--- src/hw/rtl/pfe_pkg.sv ---
// Shared types and constants for the postfix expression evaluator.
// Used by the divider, the controller, the datapath and the top level; depends on nothing.
package pfe_pkg;

  localparam int unsigned WordW   = 32;
  localparam int unsigned ValueW  = 31;
  localparam int unsigned OpW     = 3;
  localparam int unsigned ActionW = 2;
  localparam int unsigned StatusW = 3;
  localparam int unsigned InDataW  = 40;
  localparam int unsigned OutDataW = 40;

  typedef enum logic [ActionW-1:0] {
    ACT_NUM = 2'd0,
    ACT_OP  = 2'd1,
    ACT_END = 2'd2
  } action_e;

  typedef enum logic [OpW-1:0] {
    OP_ADD = 3'd0,
    OP_SUB = 3'd1,
    OP_MUL = 3'd2,
    OP_DIV = 3'd3
  } op_e;

  typedef enum logic [StatusW-1:0] {
    ERR_NONE      = 3'd0,
    ERR_UNDERFLOW = 3'd1,
    ERR_DIVZERO   = 3'd2,
    ERR_BADOP     = 3'd3,
    ERR_LEFTOVER  = 3'd4,
    ERR_OVERFLOW  = 3'd5
  } err_e;

  typedef enum logic [1:0] {
    ST_IDLE,
    ST_FETCH,
    ST_DIV,
    ST_END
  } state_e;

  typedef struct packed {
    logic push;
    logic rd_a;
    logic alu_wr;
    logic div_start;
    logic div_wr;
    logic pop2;
    logic set_err;
    err_e err_code;
    logic emit;
  } pfe_cmd_t;

  typedef struct packed {
    logic full;
    logic lt2;
    logic err_set;
    logic tos_zero;
    logic div_done;
    logic out_free;
    op_e  op;
  } pfe_stat_t;

endpackage

--- src/hw/rtl/pfe_ctrl.sv ---
// Token sequencer: decodes each transfer and steps the datapath through it.
// Depends on pfe_pkg; talks to pfe_datapath by command and status structs only.
module pfe_ctrl (
  input  logic                         clk_i,
  input  logic                         rst_ni,
  input  logic                         in_valid_i,
  output logic                         in_ready_o,
  input  logic [pfe_pkg::ActionW-1:0]  action_i,
  input  pfe_pkg::pfe_stat_t           stat_i,
  output pfe_pkg::pfe_cmd_t            cmd_o
);

  pfe_pkg::state_e state_q, state_d;

  always_ff @(posedge clk_i or negedge rst_ni) begin
    if (!rst_ni) begin
      state_q <= pfe_pkg::ST_IDLE;
    end else begin
      state_q <= state_d;
    end
  end

  always_comb begin
    state_d    = state_q;
    in_ready_o = 1'b0;
    cmd_o      = '0;
    cmd_o.err_code = pfe_pkg::ERR_NONE;
    case (state_q)
      pfe_pkg::ST_IDLE: begin
        in_ready_o = 1'b1;
        if (in_valid_i) begin
          case (pfe_pkg::action_e'(action_i))
            pfe_pkg::ACT_NUM: begin
              if (!stat_i.err_set) begin
                if (stat_i.full) begin
                  cmd_o.set_err  = 1'b1;
                  cmd_o.err_code = pfe_pkg::ERR_OVERFLOW;
                end else begin
                  cmd_o.push = 1'b1;
                end
              end
            end
            pfe_pkg::ACT_OP: begin
              if (!stat_i.err_set) begin
                if (stat_i.lt2) begin
                  cmd_o.set_err  = 1'b1;
                  cmd_o.err_code = pfe_pkg::ERR_UNDERFLOW;
                end else begin
                  cmd_o.rd_a = 1'b1;
                  state_d    = pfe_pkg::ST_FETCH;
                end
              end
            end
            pfe_pkg::ACT_END: state_d = pfe_pkg::ST_END;
            default: ;
          endcase
        end
      end
      pfe_pkg::ST_FETCH: begin
        // lower (left) operand is now in the read register
        case (stat_i.op)
          pfe_pkg::OP_ADD, pfe_pkg::OP_SUB, pfe_pkg::OP_MUL: begin
            cmd_o.alu_wr = 1'b1;
            state_d      = pfe_pkg::ST_IDLE;
          end
          pfe_pkg::OP_DIV: begin
            if (stat_i.tos_zero) begin
              cmd_o.pop2     = 1'b1;
              cmd_o.set_err  = 1'b1;
              cmd_o.err_code = pfe_pkg::ERR_DIVZERO;
              state_d        = pfe_pkg::ST_IDLE;
            end else begin
              cmd_o.div_start = 1'b1;
              state_d         = pfe_pkg::ST_DIV;
            end
          end
          default: begin
            cmd_o.pop2     = 1'b1;
            cmd_o.set_err  = 1'b1;
            cmd_o.err_code = pfe_pkg::ERR_BADOP;
            state_d        = pfe_pkg::ST_IDLE;
          end
        endcase
      end
      pfe_pkg::ST_DIV: begin
        if (stat_i.div_done) begin
          cmd_o.div_wr = 1'b1;
          state_d      = pfe_pkg::ST_IDLE;
        end
      end
      pfe_pkg::ST_END: begin
        // hold until the result register is free
        if (stat_i.out_free) begin
          cmd_o.emit = 1'b1;
          state_d    = pfe_pkg::ST_IDLE;
        end
      end
      default: state_d = pfe_pkg::ST_IDLE;
    endcase
  end

endmodule

--- config.mk ---
export PLATFORM = sky130hd
export DESIGN_NAME = pfe_ctrl
export DESIGN_NICKNAME = d
export VERILOG_FILES = /design/src/hw/rtl/pfe_pkg.sv /design/src/hw/rtl/pfe_ctrl.sv
export SDC_FILE = /design/constraint.sdc
export NUM_CORES = 1
export LEC_CHECK = 0
export BUFFER_PORTS_ARGS = -buffer_cell sky130_fd_sc_hd__buf_2
export CAP_MARGIN = 20
export CORE_AREA = 2 2 39 41
export CTS_CLUSTER_SIZE = 20
export DETAILED_ROUTE_END_ITERATION = 8
export DIE_AREA = 0 0 41 43
export PLACE_DENSITY = 0.51
export SLEW_MARGIN = 40
export SYNTH_ARGS = -nofsm -noshare
export SYNTH_HDL_FRONTEND = slang
export SYNTH_SLANG_ARGS = --single-unit
--- constraint.sdc ---
create_clock -name clk_i -period 1.47 [get_ports clk_i]
set_input_delay 0.147 -clock clk_i [delete_from_list [all_inputs] [get_ports clk_i]]
set_output_delay 0.147 -clock clk_i [all_outputs]
set_load 0.005 [all_outputs]
After elaboration in Yosys (flattened, before gate mapping) --
Cells that the tools add are included.
Storage, ports and cells: word-level logic and storage cells 56, bits of input ports 14, register bits after elaboration 2, output and inout port bits 12
Operators by class: equality and inequality tests 14, reductions and logical operators 5, mux-type cells 36
Operators with widths (number):
- $mux W2 | 10
- $mux W4 | 5
- $pmux W4 S2 | 2
- $mux W1 | 15
- $pmux W5 S2 | 1
- $pmux W2 S4 | 1
- $eq A2 B2 Y1 const B | 3
- $eq A3 B2 Y1 const B | 2
- $ne A2 B2 Y1 const B | 3
- $ne A3 B3 Y1 const B | 2
- $reduce_and A6 Y1 | 1
- $mux W5 | 1
- $eq A2 B1 Y1 const B | 2
- $logic_not A2 Y1 | 2
- $pmux W2 S2 | 1
- $eq A3 B1 Y1 const B | 1
- $logic_not A3 Y1 | 1
- $ne A3 B1 Y1 const B | 1
- $reduce_or A3 Y1 | 1

Depth between registers and ports, before layout --
Gate-level depths: netlist (run 1).
word-level depth 5, mapped depth 3, mapped depth without buffers 3

Worst setup path after synthesis (run 1) --
Ideal clock, no wire load.
path kind register to register, start reg state_q[1], end reg state_q[1], buffers on the path 0, setup slack 0.146 ns, cell stages (with the launch flop) 4, period minus slack after synthesis 1.324 ns, arrival time 1.238 ns, data required time 1.384 ns, setup time 0.086 ns, cells stage by stage dfrtp_1 > nand2b_2 > or4_4 > a32oi_2
On the way: longest elaborated chain between the ends 3, elaborated cells between the ends (all ways) 12, classes of those cells 9 x eq/ne; 1 x mux; 2 x reduce/logical
RTL lines:
- from (decl) | RTL line pfe_ctrl.sv:13 | pfe_pkg::state_e state_q, state_d;
- from (signal assigned) | RTL line pfe_ctrl.sv:17 | state_q <= pfe_pkg::ST_IDLE;
- from (signal assigned) | RTL line pfe_ctrl.sv:19 | state_q <= state_d;
- $eq A2 B2 Y1 or $logic_not A2 Y1 (tied branches) | RTL line pfe_ctrl.sv:28 | case (state_q)
- $ne A2 B2 Y1 (no source line), or another cell as far along
- $reduce_and A6 Y1 (no source line)
Parallel ways exist; a longest one is shown, timed or not. A chain may end at the register's enable or synchronous reset.

==> impl_metrics.tcl, run 1 <==
set metrics [dict create \
    critPathMaxFanout 6 \
    first_pass_iters 4 \
    slew_violations 0 \
    synth_xor_area_frac 0 \
    synth_compound_area_frac 0.176 \
    wl_per_cell_um 9.30 \
    swShare 0.283 \
    wl_um 763 \
    insertion_delay_ns 0.22 \
    crit_end "cmd_o[7]" \
    p_int_w 0.000207 \
    rr_worst_depth 4 \
    fmax_mhz 692 \
    regMostFlops "state_q" \
    top_layer_used "met4" \
    setup_viol 0 \
    powerDensity_nw_per_um2 581 \
    nNetsFinal 82 \
    wl_met1_um 336 \
    seqPwrFrac 0.224 \
    cp-start-kind "flop" \
    final_layout_size_suffix_gt1_frac 0.652 \
    critPathLaunch "state_q[0]$_DFFE_PN0P_" \
    yosysSeqAreaShare 0.201 \
    drt_iter0_markers 2 \
    path_class "reg -> out" \
    status "finished clean" \
    top_regs "state_q (2)" \
    cts.sinks 2 \
    grt_setup_unrepaired "yes" \
    leakage_nw 0.261 \
    post-route-period-util 0.983 \
    place_ws_ns 0.133 \
    synth_mux_area_frac 0.0854 \
    worstMarginPinSlew_ns 0.300 \
    finalHoldWorstSlack_ns 0.141 \
    period_minus_slack_ns 1.45 \
    syn-num-nets 47 \
    clock_path_buffers 2 \
    setup_ws_ns 0.0244 \
    ant_nets 0 \
    maxCapViolCount 0 \
    clk_pin_slew_ns 0.03 \
    area_delta_synth_final_pct 99.0 \
    fin_skew_ns 0.000391 \
    viasPerCell 4.59 \
    syn_inst 33 \
    final_hold_viol_count 0 \
    start_util 0.180 \
    synth.distinct_cells 21 \
    coreArea_um2 1380 \
    port_buffers 25 \
    placementRows 14 \
    synth_top_family_by_area "simple AND/OR/NAND/NOR gates" \
    grt_max_degree 7 \
    grt_pass1_wl_um 1130 \
    cts_htree_levels 1 \
    ios 26 \
    avgSynthCellArea_um2 7.55 \
    die_area_um2 1760 \
    cts_root_buffer "clkbuf_4" \
    cp.required_ns 1.32 \
    synthSimpleGateAreaFrac 0.462 \
    cts_buffers 3 \
    synthAdderAreaFrac 0 \
    num_vias 376 \
    grt_pass1_vias 293 \
    route.met2.wl_um 297 \
    synth.cell_area_um2 249 \
    n_antenna_cell 0 \
    endpoint_kind "primary output" \
    yosys_warnings 0 \
    cts_tree "done" \
    switching_power_w 0.0000815 \
    synth-seq-cells 2 \
    largest_reg_flops 2 \
    die_y_um 43 \
    power_frac_clock 0.419 \
    regToRegSetupSlack_ns 0.17 \
    max_slew_margin 0.798 \
    track_usage 0.103 \
    critPathArrivalTime_ns 1.30 \
    utilization 0.358 \
    gp_congestion 0.666 \
    combPwrFrac 0.357 \
    die_x_um 41 \
    r2r_end "state_q[1]$_DFFE_PN0P_" \
    met3WireLength_um 85 \
    antenna_found_initial 0 \
    r2r_start "state_q[0]$_DFFE_PN0P_" \
    drc_errors 0 \
    peakVddDrop_v 0.000272 \
    globalRouteOverflowTotal 0 \
    min_path_type "in -> reg" \
]
[power by group through the flow]
stage	Sequential, W	Combinational [W]	Clock [W]
final	0.0000644	0.000103	0.000121
after global routing	0.0000649	0.000115	0.000135
after CTS	0.0000645	0.0000966	0.000129
after detailed placement	0.0000631	0.0000856	0
after global placement	0.0000630	0.0000868	0
after floorplan	0.0000634	0.0000363	0
[worst max-delay path: stages, from the launching register on]
cell and delay [ns]:
dfrtp_2 0.44, nand2b_4 0.07, or4_4 0.42, inv_2 0.07
buf_6 0.08
[cells in the mapped netlist]
cell type  instances  area (µm²)
or4_4              1        11.3
nor2b_1            1        6.26
nor3b_1            3        22.5
and3b_1            1        8.76
nand2b_2           1        8.76
nor3_1             1        5.00
nor4b_1            1        8.76
a32oi_2            1        16.3
nand3_1            1        5.00
a31oi_1            1        6.26
nand2_1            4        15.0
mux2_2             1        11.3
and3_1             1        6.26
buf_4              1        7.51
inv_1              3        11.3
dfrtp_1            2        50.1
nor2_1             3        11.3
nand4_1            1        6.26
o22ai_1            1        6.26
o21ai_0            3        15.0
mux2i_1            1        10.0
[worst min-delay path by stage]
stage,from,to,slack [ns],depth (start not counted)
after detailed placement,rst_ni,state_q[0]$_DFFE_PN0P_,-0.06,1
after floorplan,rst_ni,state_q[0]$_DFFE_PN0P_,-0.15,0
after global placement,rst_ni,state_q[0]$_DFFE_PN0P_,-0.06,1
after global routing,stat_i[3],state_q[0]$_DFFE_PN0P_,0.15,2
final,stat_i[3],state_q[0]$_DFFE_PN0P_,0.14,2
after CTS,stat_i[3],state_q[0]$_DFFE_PN0P_,0.13,2
[metal layers]
layer | GRT usage | up-vias
met3 | 0.0157 | 4
met4 | 0.140 | 0
met2 | 0.116 | 24
met1 | 0.132 | 158
met5 | 0 | -
li1 | - | 190
[layout make-up]
class | instances | area (µm²)
flip-flops and latches | 2 | 51.3
multi-input cells | 27 | 208
inverters | 3 | 11.3
repair buffers | 31 | 183
fillers | 153 | 888
clock buffers | 3 | 22.5
well taps | 16 | 20.0
[cells by family (layout without fill, tap and decap cells)]
kind of cell | count (synthesis) | after routing
and+or+nand+nor | 19 | 19
AOI/OAI and AO/OA | 6 | 6
buffers and inverters | 4 | 37
muxes | 2 | 2
DFF | 2 | 2
[repair_timing]
action,4_1_cts,5_1_grt
resized for setup,7,4
hold buffers,1,0
buffers inserted,1,1
hold endpoints to repair,2,0
endpoints found under the setup margin,5,5
pin swaps,2,1
gates cloned,0,0
[cells in the final DEF (no fill, tap or decap), drive strengths merged]
master,count
buf,30
nand2,4
clkbuf,3
nor2,3
nor3b,3
inv,3
o21ai,3
dfrtp,2
nand2b,1
a31oi,1
nand3,1
or4,1
mux2,1
nand4,1
and3b,1
nor3,1
and3,1
nor2b,1
nor4b,1
o22ai,1
mux2i,1
a32oi,1
dlygate4sd3,1
[stage by stage]
stage / setup TNS (ns) / cells / total power, W / cell area (µm²)
after floorplan: 0 / 33 / 0.0000998 / 249
after global placement: 0 / 76 / 0.000150 / 409
after detailed placement: 0 / 76 / 0.000149 / 409
after CTS: 0 / 81 / 0.000290 / 472
after global routing: -0.121 / 82 / 0.000314 / 495
final: 0 / 82 / 0.000288 / 495
(Power assumes the default switching activity.)
==> inputs of run 2 (changes only) <==
--- a/config.mk
+++ b/config.mk
@@ -11,7 +11,7 @@
 export CTS_CLUSTER_SIZE = 20
 export DETAILED_ROUTE_END_ITERATION = 8
 export DIE_AREA = 0 0 41 43
-export PLACE_DENSITY = 0.51
+export PLACE_DENSITY_LB_ADDON = 0.1
 export SLEW_MARGIN = 40
 export SYNTH_ARGS = -nofsm -noshare
 export SYNTH_HDL_FRONTEND = slang
==> constraint.sdc (replaced) <==
create_clock -name clk_i -period 1.2 [get_ports clk_i]
set_input_delay 0.12 -clock clk_i [delete_from_list [all_inputs] [get_ports clk_i]]
set_output_delay 0.12 -clock clk_i [all_outputs]
set_load 0.005 [all_outputs]
==> run 2 against run 1 <==
Net effect: the flow now finishes with violations (negative setup slack); die area stayed put; critical path depth stayed put; clock skew is 0.0025 ns higher; routed wire length is 3.8% higher; clock-buffer cell count stayed put; highest routed layer unchanged; largest cell class unchanged; worst setup slack worse by 0.32 ns; cell count is 4.9% higher; via count is 0.80% lower; global-route usage is 1.5 points higher.
==> impl_metrics.tcl, run 2 (synthesis results as in run 1) <==
set metrics [dict create \
    fin_skew_ns 0.00288 \
    viasPerCell 4.34 \
    nNetsFinal 86 \
    crit_slowest_cell "or4_4" \
    die_y_um 43 \
    gp_congestion 0.625 \
    cts_tree "done" \
    cts_htree_levels 1 \
    placed_cell_area_um2 422 \
    cts_buffers 3 \
    grt_pass1_vias 353 \
    wl_per_cell_um 9.21 \
    placementRows 14 \
    slew_violations 0 \
    endpoint_kind "primary output" \
    fmax_mhz 670 \
    finalPower_w 0.000388 \
    cp_cell_sequence "nand2b_4 > or4_4 > inv_2 > buf_2" \
    status "finished, violations left" \
    die_x_um 41 \
    ant_nets 0 \
    n_antenna_cell 0 \
    path_buf_inv 2 \
    most-common-layout-cells "buf_2 (25), buf_4 (8), nand2_1 (4)" \
    wl_um 792 \
    post-route-period-util 1.24 \
    track_usage 0.117 \
    regMostFlops "state_q" \
    period_minus_slack_ns 1.49 \
    ios 26 \
    worstMarginPinSlew_ns 0.397 \
    final_hold_viol_count 0 \
    num_vias 373 \
    cp_top_family "simple AND/OR/NAND/NOR gates" \
    first_pass_iters 2 \
    cts.sinks 2 \
    path_class "reg -> out" \
    violations "negative setup slack" \
    place_inst 77 \
    globalRouteOverflowTotal 0 \
    cts_root_buffer "clkbuf_4" \
    min_path_type "in -> reg" \
    setup_ws_ns -0.292 \
    maxCapViolCount 0 \
    grt_max_degree 7 \
    leakage_nw 0.285 \
    setup_viol 12 \
    top_regs "state_q (2)" \
    coreArea_um2 1380 \
    final_area_um2 543 \
    place_ws_ns -0.138 \
    cp.required_ns 1.08 \
    critPathArrivalTime_ns 1.37 \
    largest_reg_flops 2 \
    antenna_found_initial 0 \
    area_delta_synth_final_pct 118 \
    regToRegSetupSlack_ns -0.19 \
    place_hpwl_um 627 \
    drc_errors 0 \
    grt_pass1_wl_um 1330 \
    start_util 0.180 \
    fillers 144 \
    max_slew_margin 0.734 \
    grt_setup_unrepaired "yes" \
    layout_commonest_cell "buf_2" \
    critPathMaxFanout 2 \
    drt_iter0_markers 1 \
    cp-start-kind "flop" \
    final_layout_size_suffix_gt1_frac 0.714 \
    powerDensity_nw_per_um2 715 \
    clock_path_buffers 2 \
    peakVddDrop_v 0.000322 \
    clk_pin_slew_ns 0.03 \
    insertion_delay_ns 0.23 \
    layout.cells.non_filler 86 \
    port_buffers 25 \
    max_stage_delay_ns 0.48 \
    die_area_um2 1760 \
]
-- run 2: changes by cell type in the layout (fill, tap and decap cells not counted) --
| cell | before | now |
|---|---|---|
| nor2_1 | 2 | 1 |
| nand3_4 | 0 | 1 |
| buf_4 | 4 | 8 |
| o21ai_0 | 2 | 1 |
| nand3_2 | 1 | 0 |
| nor3_2 | 0 | 1 |
| buf_6 | 2 | 1 |
| buf_2 | 24 | 25 |
| nor3_1 | 1 | 0 |
| nor2_4 | 1 | 2 |
| o21ai_2 | 0 | 1 |
-- run 2: routing by layer --
metal / vias to the layer above / wire (µm) / GRT usage
met5: - / 0 / 0
met4: 0 / 28 / 0.140
met3: 3 / 64 / 0.0209
met2: 18 / 375 / 0.169
met1: 155 / 324 / 0.122
li1: 197 / - / -
-- run 2: layout make-up --
cell class              count  area (µm²)  share of cell area
flip-flops and latches      2        51.3              0.0945
repair buffers             35         206               0.380
well taps                  16        20.0              0.0369
multi-input cells          27         231               0.426
clock buffers               3        22.5              0.0415
inverters                   3        11.3              0.0207
-- run 2: path summary, 6_finish.rpt --
kind	startpoint	to	cells after the start
max	state_q[1]$_DFFE_PN0P_	cmd_o[7]	4
max reg2reg	state_q[1]$_DFFE_PN0P_	state_q[1]$_DFFE_PN0P_	4
min	stat_i[3]	state_q[0]$_DFFE_PN0P_	2
min reg2reg	state_q[0]$_DFFE_PN0P_	state_q[0]$_DFFE_PN0P_	2
max in group asynchronous	rst_ni	state_q[0]$_DFFE_PN0P_	2
min in group asynchronous	rst_ni	state_q[1]$_DFFE_PN0P_	2
-- run 2: report_power, final --
group,internal (W),switching [W]
Sequential,0.0000725,0.00000590
Clock,0.000111,0.0000472
Combinational,0.0000862,0.0000657
Total,0.000270,0.000119
-- run 2: timing repair --
action	in CTS	in global routing
gates resized for setup	11	6
hold endpoints to repair	2	0
buffers inserted	6	2
pin swaps	3	5
gates cloned	0	0
hold buffers	1	0
setup endpoints to repair	12	14
-- run 2: metrics by stage --
| stage | hold WS (ns) | TNS [ns] | utilization |
|---|---|---|---|
| floorplan | -0.176 | -0.238 | - |
| global placement | -0.0896 | -0.297 | 0.305 |
| detailed placement | -0.0914 | -0.255 | 0.305 |
| CTS | 0.115 | -2.71 | 0.379 |
| global route | 0.121 | -2.91 | 0.392 |
| finish | 0.114 | -1.79 | 0.392 |
==> inputs of run 3 (changes only) <==
--- a/config.mk
+++ b/config.mk
@@ -11,6 +11,7 @@
 export CTS_CLUSTER_SIZE = 20
 export DETAILED_ROUTE_END_ITERATION = 8
 export DIE_AREA = 0 0 41 43
+export GPL_TIMING_DRIVEN = 0
 export PLACE_DENSITY_LB_ADDON = 0.1
 export SLEW_MARGIN = 40
 export SYNTH_ARGS = -nofsm -noshare
==> run 3 against run 2 <==
Net effect: the run still ends with negative setup slack left; maximum frequency shrank 0.91%; combinational power grew 14%; die area is the same; hold slack gained 0.013 ns; design area grew 8.1%; via count grew 8.3%; register-to-register slack is essentially flat; first-iteration DRC count grew to 3.0 times the previous value; largest power group is now combinational logic.
==> impl_metrics.tcl, run 3 (synthesis results as in run 1) <==
set metrics [dict create \
    multi_input_area_um2 228 \
    powerDensity_nw_per_um2 682 \
    regMostFlops "state_q" \
    fmax_mhz 664 \
    grt_max_degree 7 \
    cts_root_buffer "clkbuf_4" \
    max_slew_margin 0.755 \
    cts_htree_levels 1 \
    final_hold_viol_count 0 \
    power_frac_clock 0.372 \
    cp.required_ns 1.08 \
    violations "negative setup slack" \
    grtUsageMet3 0.00524 \
    port_buffers 25 \
    num_vias 404 \
    cts_buffers 3 \
    die_x_um 41 \
    endpoint_kind "primary output" \
    slew_violations 0 \
    swShare 0.289 \
    regToRegSetupSlack_ns -0.20 \
    nNetsFinal 90 \
    period_minus_slack_ns 1.51 \
    wl_per_cell_um 9.38 \
    die_area_um2 1760 \
    critPathMaxFanout 3 \
    die_y_um 43 \
    post-route-period-util 1.26 \
    path_class "reg -> out" \
    seq_area_um2 51.3 \
    switching_power_w 0.000116 \
    grt_setup_unrepaired "yes" \
    coreArea_um2 1380 \
    wl_um 844 \
    antenna_found_initial 0 \
    layout.cells.non_filler 90 \
    drt_iter0_markers 3 \
    ant_nets 0 \
    top_usage_layer "met2" \
    setup_ws_ns -0.306 \
    layout_commonest_cell "buf_2" \
    p_int_w 0.000285 \
    min_path_type "in -> reg" \
    grt_pass1_vias 275 \
    track_usage 0.0902 \
    setup_viol 12 \
    grtUsageMet1 0.112 \
    gp_congestion 0.705 \
    final_layout_size_suffix_gt1_frac 0.716 \
    start_util 0.180 \
    leakage_nw 0.307 \
    status "finished, violations left" \
    n_antenna_cell 0 \
    globalRouteOverflowTotal 0 \
    cts_tree "done" \
    insertion_delay_ns 0.22 \
    place_inst 74 \
    worstMarginPinSlew_ns 0.365 \
    grt_pass1_wl_um 1110 \
    largest_reg_flops 2 \
    critPathArrivalTime_ns 1.39 \
    drc_errors 0 \
    combPwrFrac 0.431 \
    peakVddDrop_v 0.000245 \
    fin_skew_ns 0.00357 \
    ios 26 \
    first_pass_iters 4 \
    placementRows 14 \
    clk_pin_slew_ns 0.03 \
    fillers 146 \
    top_regs "state_q (2)" \
    seqPwrFrac 0.196 \
    viasPerCell 4.49 \
    area_delta_synth_final_pct 136 \
    met2_usage 0.134 \
    finalPower_w 0.000400 \
    clock_path_buffers 2 \
    place_hpwl_um 582 \
    most-common-layout-cells "buf_2 (24), buf_4 (9), buf_6 (5)" \
    cts.sinks 2 \
    cp-start-kind "flop" \
    maxCapViolCount 0 \
]
run 3: cell count changes in the layout (fill, tap and decap cells not counted), sizes merged:
| cell | delta |
|---|---|
| buf | +4 |
run 3: routing by layer:
metal / share of wire / vias up
met4: 0.033 / 0
met3: 0.073 / 4
met2: 0.48 / 19
met5: 0 / -
li1: - / 205
met1: 0.41 / 176
run 3: path summary, 6_finish.rpt:
check / startpoint / end / cells after the start
setup / recovery: state_q[1]$_DFFE_PN0P_ / cmd_o[7] / 4
hold / removal: stat_i[3] / state_q[0]$_DFFE_PN0P_ / 2
setup reg to reg: state_q[1]$_DFFE_PN0P_ / state_q[1]$_DFFE_PN0P_ / 4
hold reg to reg: state_q[0]$_DFFE_PN0P_ / state_q[0]$_DFFE_PN0P_ / 2
max in group asynchronous: rst_ni / state_q[0]$_DFFE_PN0P_ / 2
min in group asynchronous: rst_ni / state_q[1]$_DFFE_PN0P_ / 2
run 3: power by group through the flow:
| stage | clock (W) | sequential [W] | combinational [W] |
|---|---|---|---|
| 4_1_cts | 0.000155 | 0.0000796 | 0.000112 |
| 2_1_floorplan | 0 | 0.0000786 | 0.0000462 |
| 3_5_place_dp | 0 | 0.0000803 | 0.0000957 |
| 5_1_grt | 0.000166 | 0.0000794 | 0.000187 |
| 3_3_place_gp | 0 | 0.0000805 | 0.0000969 |
| 6_report | 0.000149 | 0.0000786 | 0.000173 |
run 3: repair_timing:
action	CTS	global route
endpoints found under the setup margin	11	12
hold buffers	1	0
setup buffers	3	9
pin swaps	0	4
gates resized for setup	6	12
hold endpoints to repair	2	0
run 3: layout make-up:
| cell class | instances | share of cell area |
|---|---|---|
| Timing Repair Buffer | 38 | 0.414 |
| Multi-Input combinational cell | 27 | 0.388 |
| Sequential cell | 2 | 0.0874 |
| Clock buffer | 3 | 0.0384 |
| Tap cell | 16 | 0.0341 |
| Buffer | 1 | 0.0192 |
| Inverter | 3 | 0.0192 |
run 3: per-stage QoR:
stage	hold slack, ns	instance area [µm²]	setup WS (ns)	setup TNS (ns)	util
2_1_floorplan	-0.176	254	-0.0751	-0.238	-
3_3_place_gp	-0.0932	399	-0.247	-1.20	0.288
3_5_place_dp	-0.0921	399	-0.231	-1.17	0.288
4_1_cts	0.126	470	-0.334	-2.23	0.340
5_1_grt	0.128	587	-0.353	-3.18	0.424
6_report	0.127	587	-0.306	-2.30	0.424
run 3: worst max-delay path, stage by stage, from the launching register on:
cell and delay [ns]:
dfrtp_1 0.39, nand2b_4 0.15, or4_4 0.48, inv_2 0.05, buf_2 0.09
